## src/rtcm3_pkg.sv

```systemverilog
// Shared types, constants and the CRC-24Q byte update for the RTCM3 frame receiver.
package rtcm3_pkg;

    localparam logic [7:0]  SYNC_BYTE        = 8'hD3;
    localparam logic [24:0] CRC_POLY         = 25'h1864CFB;
    localparam logic [10:0] FRAME_OVERHEAD   = 11'd6;
    localparam int          FRAME_BYTES_MAX  = 1029;
    localparam logic [10:0] MAX_LEN_RESET    = 11'd1029;

    // Codes carried on byte_class.
    localparam logic [2:0] CLASS_STREAM   = 3'd0;
    localparam logic [2:0] CLASS_FRAME    = 3'd1;
    localparam logic [2:0] CLASS_CRC_OK   = 3'd2;
    localparam logic [2:0] CLASS_CRC_BAD  = 3'd3;
    localparam logic [2:0] CLASS_TOO_LONG = 3'd4;

    // Frame parser phases.
    typedef enum logic [3:0] {
        PH_SYNC = 4'b0001,
        PH_LEN1 = 4'b0010,
        PH_LEN2 = 4'b0100,
        PH_BODY = 4'b1000
    } phase_t;

    // One byte of CRC-24Q, most significant bit first.
    function automatic logic [23:0] crc24q_byte(input logic [23:0] crc, input logic [7:0] b);
        logic [23:0] c;
        c = crc ^ {b, 16'h0000};
        for (int k = 0; k < 8; k++)
        begin
            if (c[23])
                c = {c[22:0], 1'b0} ^ CRC_POLY[23:0];
            else
                c = {c[22:0], 1'b0};
        end
        return c;
    endfunction

endpackage

```

## src/rtcm3_frame_receiver_crc24q.sv

```systemverilog
// Top level of the RTCM3 frame receiver with CRC-24Q check.
//
// This block scans a received byte stream for RTCM3 frames (sync byte 0xD3, a 10-bit
// payload length, the payload and a 24-bit CRC) and tags every byte with a class:
// stream byte, frame byte, frame end with good CRC, frame end with bad CRC, or frame
// aborted as too long at the second length byte. It takes one byte item per clock
// cycle while in_ready is high and returns exactly one result item per byte. The
// single processing stage sits between the input register, which holds the accepted
// byte, and the result register, and moves when the output side is not stalled:
// the parser state machine and a byte-wide CRC-24Q update (eight unrolled shift
// steps, zero seed) finish within the cycle and load the result register.
// A result that waits on the output stalls the processing stage; the input register
// can still take one more item, and after that in_ready stays low until the waiting
// result is taken.
// At frame end the result also carries the 12-bit message type and the total frame
// length; a saturating 16-bit counter of CRC failures is reported with every item.
// Setting resync on an item abandons any partial frame before that byte is parsed.
// The length limit is the smaller of the max_frame_len register and MAX_FRAME_BYTES;
// write the register only while no item is in flight.
module rtcm3_frame_receiver_crc24q
    import rtcm3_pkg::*;
#(
    parameter int MAX_FRAME_BYTES = FRAME_BYTES_MAX
)
(
    input  logic        clk,
    input  logic        rst_n,

    input  logic        cfg_write_en,
    input  logic [10:0] cfg_write_data,

    input  logic        in_valid,
    output logic        in_ready,
    input  logic [7:0]  data_byte,
    input  logic        resync,

    output logic        out_valid,
    input  logic        out_ready,
    output logic [2:0]  byte_class,
    output logic [7:0]  byte_echo,
    output logic [11:0] message_type,
    output logic [10:0] frame_length,
    output logic [15:0] crc_error_count
);

    localparam logic [10:0] LIMIT_CAP = 11'(MAX_FRAME_BYTES);

    // Configuration register.
    logic [10:0] max_frame_len_reg;

    // Input register.
    logic        in_valid_reg;
    logic [7:0]  in_byte_reg;
    logic        in_resync_reg;

    // Parser state.
    phase_t      phase_reg,        phase_next;
    logic [10:0] byte_index_reg,   byte_index_next;
    logic [10:0] total_length_reg, total_length_next;
    logic [23:0] running_crc_reg,  running_crc_next;
    logic [23:0] tail_bytes_reg,   tail_bytes_next;
    logic [11:0] type_capture_reg, type_capture_next;
    logic [15:0] crc_failures_reg, crc_failures_next;

    // Result register.
    logic        out_valid_reg;
    logic [2:0]  class_reg,  class_next;
    logic [7:0]  echo_reg;
    logic [11:0] mtype_reg,  mtype_next;
    logic [10:0] flen_reg,   flen_next;

    logic        stage_advance;
    logic        process;
    logic [10:0] limit;
    phase_t      phase_cur;
    logic [23:0] crc_stepped;
    logic [10:0] len_with_overhead;

    // The processing stage moves whenever the result register is free or being emptied.
    assign stage_advance = !out_valid_reg || out_ready;
    assign process       = in_valid_reg && stage_advance;
    assign in_ready      = !in_valid_reg || stage_advance;

    assign limit             = (max_frame_len_reg > LIMIT_CAP) ? LIMIT_CAP : max_frame_len_reg;
    assign phase_cur         = in_resync_reg ? PH_SYNC : phase_reg;
    assign crc_stepped       = crc24q_byte(running_crc_reg, in_byte_reg);
    assign len_with_overhead = (total_length_reg | {3'b000, in_byte_reg}) + FRAME_OVERHEAD;

    always_comb
    begin
        phase_next        = phase_cur;
        byte_index_next   = byte_index_reg;
        total_length_next = total_length_reg;
        running_crc_next  = running_crc_reg;
        tail_bytes_next   = tail_bytes_reg;
        type_capture_next = type_capture_reg;
        crc_failures_next = crc_failures_reg;
        class_next        = CLASS_STREAM;
        mtype_next        = 12'h000;
        flen_next         = 11'd0;

        case (phase_cur)
            PH_SYNC:
            begin
                if (in_byte_reg == SYNC_BYTE)
                begin
                    running_crc_next  = crc24q_byte(24'h000000, in_byte_reg);
                    byte_index_next   = 11'd1;
                    tail_bytes_next   = 24'h000000;
                    type_capture_next = 12'h000;
                    phase_next        = PH_LEN1;
                    class_next        = CLASS_FRAME;
                end
            end
            PH_LEN1:
            begin
                running_crc_next  = crc_stepped;
                total_length_next = {1'b0, in_byte_reg[1:0], 8'h00};
                byte_index_next   = 11'd2;
                phase_next        = PH_LEN2;
                class_next        = CLASS_FRAME;
            end
            PH_LEN2:
            begin
                running_crc_next  = crc_stepped;
                total_length_next = len_with_overhead;
                byte_index_next   = 11'd3;
                if (len_with_overhead <= limit)
                begin
                    phase_next = PH_BODY;
                    class_next = CLASS_FRAME;
                end
                else
                begin
                    phase_next = PH_SYNC;
                    class_next = CLASS_TOO_LONG;
                    flen_next  = len_with_overhead;
                end
            end
            PH_BODY:
            begin
                if (byte_index_reg == 11'd3)
                    type_capture_next = {in_byte_reg, 4'h0};
                else if (byte_index_reg == 11'd4)
                    type_capture_next = {type_capture_reg[11:4], in_byte_reg[7:4]};

                // The last three bytes are the CRC; they go to the tail register.
                if (({1'b0, byte_index_reg} + 12'd3) < {1'b0, total_length_reg})
                    running_crc_next = crc_stepped;
                else
                    tail_bytes_next = {tail_bytes_reg[15:0], in_byte_reg};

                byte_index_next = byte_index_reg + 11'd1;
                class_next      = CLASS_FRAME;

                if (byte_index_next >= total_length_reg)
                begin
                    if (running_crc_next == tail_bytes_next)
                        class_next = CLASS_CRC_OK;
                    else
                    begin
                        class_next = CLASS_CRC_BAD;
                        if (crc_failures_reg != 16'hFFFF)
                            crc_failures_next = crc_failures_reg + 16'd1;
                    end
                    mtype_next = type_capture_next;
                    flen_next  = total_length_reg;
                    phase_next = PH_SYNC;
                end
            end
            default:
            begin
                phase_next = PH_SYNC;
            end
        endcase
    end

    always_ff @(posedge clk or negedge rst_n)
    begin
        if (!rst_n)
        begin
            max_frame_len_reg <= MAX_LEN_RESET;
            in_valid_reg      <= 1'b0;
            out_valid_reg     <= 1'b0;
            phase_reg         <= PH_SYNC;
            byte_index_reg    <= 11'd0;
            total_length_reg  <= 11'd0;
            running_crc_reg   <= 24'h000000;
            tail_bytes_reg    <= 24'h000000;
            type_capture_reg  <= 12'h000;
            crc_failures_reg  <= 16'h0000;
        end
        else
        begin
            if (cfg_write_en)
                max_frame_len_reg <= cfg_write_data;

            if (in_ready)
                in_valid_reg <= in_valid;

            if (stage_advance)
                out_valid_reg <= in_valid_reg;

            if (process)
            begin
                phase_reg        <= phase_next;
                byte_index_reg   <= byte_index_next;
                total_length_reg <= total_length_next;
                running_crc_reg  <= running_crc_next;
                tail_bytes_reg   <= tail_bytes_next;
                type_capture_reg <= type_capture_next;
                crc_failures_reg <= crc_failures_next;
            end
        end
    end

    // Payload registers carry no reset.
    always_ff @(posedge clk)
    begin
        if (in_valid && in_ready)
        begin
            in_byte_reg   <= data_byte;
            in_resync_reg <= resync;
        end
        if (process)
        begin
            class_reg <= class_next;
            echo_reg  <= in_byte_reg;
            mtype_reg <= mtype_next;
            flen_reg  <= flen_next;
        end
    end

    assign out_valid       = out_valid_reg;
    assign byte_class      = class_reg;
    assign byte_echo       = echo_reg;
    assign message_type    = mtype_reg;
    assign frame_length    = flen_reg;
    assign crc_error_count = crc_failures_reg;

endmodule

```

## config.mk

```make
export PLATFORM = sky130hd
export DESIGN_NAME = rtcm3_frame_receiver_crc24q
export DESIGN_NICKNAME = d
export VERILOG_FILES = /design/src/rtcm3_pkg.sv /design/src/rtcm3_frame_receiver_crc24q.sv
export SDC_FILE = /design/constraint.sdc
export NUM_CORES = 1
export LEC_CHECK = 0
export ABC_AREA = 0
export BUFFER_PORTS_ARGS = -buffer_cell sky130_fd_sc_hd__buf_4
export CAP_MARGIN = 20
export CORE_AREA = 2 2 151 153
export CTS_CLUSTER_DIAMETER = 80
export CTS_CLUSTER_SIZE = 8
export DETAILED_ROUTE_END_ITERATION = 10
export DIE_AREA = 0 0 153 155
export GPL_TIMING_DRIVEN = 0
export PLACE_DENSITY = 0.68
export SYNTH_ARGS = -nofsm -noshare
export SYNTH_HDL_FRONTEND = slang
export SYNTH_SLANG_ARGS = --single-unit
```

## constraint.sdc

```tcl
create_clock -name clk -period 4.3 [get_ports clk]
set_input_delay 0.215 -clock clk [delete_from_list [all_inputs] [get_ports clk]]
set_output_delay 0.215 -clock clk [all_outputs]
set_load 0.005 [all_outputs]
```

==> qor.yml <==
outcome:
  outcome: "finished clean"
clock_tree:
  max-clock-path-buffers: 2
  cts.sink_count: 158
  cts_made_buffers: 17
  ctsHtreeMaxLevel: 4
  root_buf_cell: "sky130_fd_sc_hd__clkbuf_16"
  cts_tree: "yes"
  cts.clk_slew.worst_paths_ns: 0.07
  insertion_delay_ns: 0.44
place:
  buffer_ports.inserted: 76
  dpl_worst_slack_ns: -0.954
  hpwl_um: 19100
  placer_congestion: 0.930
  post_dp_cell_area_um2: 10800
power_and_ir_drop:
  power.density_cell_area_nw_per_um2: 424
  ir_worst_vdd_mv: 0.289
  post-layout-total-power_w: 0.00488
  leakage_nw: 5.07
critical_path:
  timing.critical_path.from: "byte_index_reg[0]$_DFFE_PN0P_"
  critical_path_arrival_ns: 4.23
  rr_startpoint: "byte_index_reg[0]$_DFFE_PN0P_"
  worstRegToRegCells: 14
  required_ns: 4.43
  critical_setup_path_kind: "reg -> reg"
  worstPathMaxFanout: 11
  critPathCaptureType: "flop"
  critPathLaunchType: "flop"
synth:
  post_synth_main_area_contributors: "sky130_fd_sc_hd__dfrtp_1 (28%), sky130_fd_sc_hd__edfxtp_1 (13%), sky130_fd_sc_hd__xnor2_1 (9.7%)"
  synth_warnings: 0
  netlist-cell-type-count: 71
  syn_inst: 958
  synth_fp_nets: 1021
  netlist.area_leader.share_pct: 28.4
  synth_enable_flop_cells: 43
  ys_seq_area_share_pct: 42.6
  synth-seq-cells: 158
  post_synth.cell_area_avg_um2: 10.2
  synthDominantAreaCellType: "sky130_fd_sc_hd__dfrtp_1"
  synth_flop_cell: "sky130_fd_sc_hd__dfrtp_1"
  post_synthesis_instance_area_um2: 9790
  synthArstFlopShare_pct: 72.8
sta:
  final.min_clock_period_ns: 4.11
  clock-skew-final_ns: 0.0128
  fin_ws_ns: 0.192
  finalHoldViolCount: 0
  max_freq_mhz: 243
  report.final.setup_viol: 0
  final_min_period_over_clock_period_pct: 95.5
  timing.slew.headroom_pct: 39.0
  fin_max_slew_vios: 0
  finalHoldWorstSlack_ns: 0.0129
  tightestPinTransition_ns: 0.915
floorplanning:
  initial_core_util_pct: 44.0
  io_pins: 77
  die_height_um: 155
  dieWidth_um: 153
  core_um2: 22200
  floorplan.rows: 55
  die-area_um2: 23700
final_layout:
  nNetsFinal: 1124
  stdcell_area_um2: 11500
  insertedDiodeCount: 0
  final_layout_size_suffix_gt1_share_pct: 15.5
  fillerInstances: 1965
  synthToLayoutAreaGrowth_pct: 17.6
  final_util_pct: 51.8
routing:
  ant_nets: 0
  wl_per_cell_um: 19.3
  drt-vias-per-instance: 5.61
  drt_pass1_iterations: 7
  drt_drc_violations_left: 0
  first_iter_violations: 758
  wirelength_um: 26200
  num_vias: 7620
hold_path:
  hold_path_startpoint: "cfg_write_data[6]"
  holdPathStages: 2
  min_path_type: "in -> reg"
global_routing:
  first_global_vias: 7415
  global_route_wire_length_before_repair_um: 41600
  global_route.usage.total_pct: 22.4
  grt_overflow_total: 0
  antenna_found_initial: 0
  maximum_number_of_pins_on_one_net_before_global_route_repair: 73
run:
  drv_cap: 0
[what timing repair did]
item,in CTS,in global routing
hold endpoints to repair,54,0
setup buffers,0,0
hold buffers,12,0
setup endpoints to repair,60,52
resized for setup,7,13
[final timing paths]
| kind | end | slack, ns |
|---|---|---|
| worst min register to register | byte_echo[5]$_DFFE_PP_ | 0.45 |
| worst max register to register | byte_class[0]$_DFFE_PP_ | 0.19 |
| min in group asynchronous | max_frame_len_reg[5]$_DFFE_PN0P_ | 0.27 |
| worst min-delay path | max_frame_len_reg[6]$_DFFE_PN0P_ | 0.01 |
| max in group asynchronous | byte_index_reg[5]$_DFFE_PN0P_ | 3.30 |
| worst max-delay path | byte_class[0]$_DFFE_PP_ | 0.19 |
[cells in the mapped netlist (all sizes together), types with 4 or more instances]
master    n
xnor2   118
dfrtp   111
nor2     85
nand2    81
xor2     55
a22o     51
o21ai    46
edfxtp   43
ha       38
clkbuf   37
nand3    29
inv      28
a21oi    23
buf      17
nor3     15
mux2i    13
a21o     12
nand4    12
mux2     11
and3     10
o22ai    10
nor2b     8
a221oi    7
nor4      7
o21a      7
o31ai     7
a211oi    6
xnor3     6
and2      5
nand2b    5
dfstp     4
nor3b     4
[cell usage in the layout (no fill, tap or decap), types with 5 or more instances in the layout]
cell type	count
sky130_fd_sc_hd__dlygate4sd3_1	12
sky130_fd_sc_hd__o22ai_1	10
sky130_fd_sc_hd__nand4_1	12
sky130_fd_sc_hd__nand2b_1	5
sky130_fd_sc_hd__clkbuf_1	29
sky130_fd_sc_hd__ha_1	38
sky130_fd_sc_hd__inv_1	28
sky130_fd_sc_hd__a211oi_1	5
sky130_fd_sc_hd__a21oi_1	23
sky130_fd_sc_hd__nor3_1	15
sky130_fd_sc_hd__xnor2_1	108
sky130_fd_sc_hd__nand3_1	29
sky130_fd_sc_hd__buf_1	6
sky130_fd_sc_hd__nor2_1	85
sky130_fd_sc_hd__dfrtp_1	108
sky130_fd_sc_hd__edfxtp_1	43
sky130_fd_sc_hd__inv_6	5
sky130_fd_sc_hd__buf_4	76
sky130_fd_sc_hd__nor2b_1	8
sky130_fd_sc_hd__a21o_1	12
sky130_fd_sc_hd__nor4_1	7
sky130_fd_sc_hd__buf_2	5
sky130_fd_sc_hd__a22o_1	51
sky130_fd_sc_hd__and3_1	10
sky130_fd_sc_hd__nand2_1	81
sky130_fd_sc_hd__o21a_1	7
sky130_fd_sc_hd__mux2_2	11
sky130_fd_sc_hd__xnor2_2	7
sky130_fd_sc_hd__mux2i_1	13
sky130_fd_sc_hd__a221oi_1	7
sky130_fd_sc_hd__o31ai_1	7
sky130_fd_sc_hd__clkbuf_16	17
sky130_fd_sc_hd__o21ai_0	44
sky130_fd_sc_hd__xor2_1	52
sky130_fd_sc_hd__xnor3_1	6
[worst max-delay path: stages (launching register included)]
cell                       delay (ns)
sky130_fd_sc_hd__dfrtp_1         0.55
sky130_fd_sc_hd__inv_1           0.11
sky130_fd_sc_hd__ha_1            0.30
sky130_fd_sc_hd__nor3_1          0.25
sky130_fd_sc_hd__xor2_1          0.20
sky130_fd_sc_hd__ha_1            0.27
sky130_fd_sc_hd__a21o_1          0.19
sky130_fd_sc_hd__a21oi_1         0.13
sky130_fd_sc_hd__o22ai_1         0.11
sky130_fd_sc_hd__a211oi_2        0.33
sky130_fd_sc_hd__and2_4          0.27
sky130_fd_sc_hd__nand4_1         0.11
sky130_fd_sc_hd__o41a_1          0.48
sky130_fd_sc_hd__nor3b_2         0.30
sky130_fd_sc_hd__o221ai_2        0.21
[where the power goes]
| part | internal (W) | switching [W] | total (W) |
|---|---|---|---|
| registers | 0.00163 | 0.0000859 | 0.00172 |
| logic | 0.000712 | 0.000953 | 0.00166 |
| clock network | 0.000839 | 0.000662 | 0.00150 |
[layer usage]
metal | share of wire [%] | wire length [um] | GRT usage [%]
met1 | 46 | 12100 | 32.5
met2 | 45 | 11800 | 34.2
met3 | 6.6 | 1730 | 4.46
met4 | 2.0 | 529 | 6.75
met5 | 0 | 0 | 0
[per-stage QoR]
stage | std cells | TNS (ns)
finish | 1359 | 0
global route | 1359 | -0.399
CTS | 1360 | 0
detailed placement | 1321 | -15.02
global placement | 1319 | -13.24
floorplan | 958 | 0
[final cells by class]
| type | instances | area, um^2 | share of cell area, % |
|---|---|---|---|
| plain buffers | 48 | 213 | 1.85 |
| repair buffers | 90 | 742 | 6.45 |
| flip-flops and latches | 158 | 4180 | 36.3 |
| multi-input cells | 716 | 5330 | 46.3 |
| well taps | 285 | 357 | 3.10 |
| clock inverters | 13 | 123 | 1.07 |
| inverters | 30 | 113 | 0.978 |
| clock buffers | 19 | 453 | 3.94 |
[cells by family (layout without fill, tap and decap cells)]
| kind of cell | count (synthesis) | in the layout | share of synthesized area, % |
|---|---|---|---|
| xor gates and xnor gates | 181 | 181 | 18.8 |
| buffers and inverters | 84 | 200 | 3.45 |
| DFF | 158 | 158 | 42.6 |
| muxes | 24 | 24 | 2.60 |
| and+or+nand+nor | 274 | 274 | 12.9 |
| adders and majority gates | 39 | 39 | 4.96 |
| AOI/OAI and AO/OA | 198 | 198 | 14.6 |
Note: power is estimated with default switching activity, not from simulation.
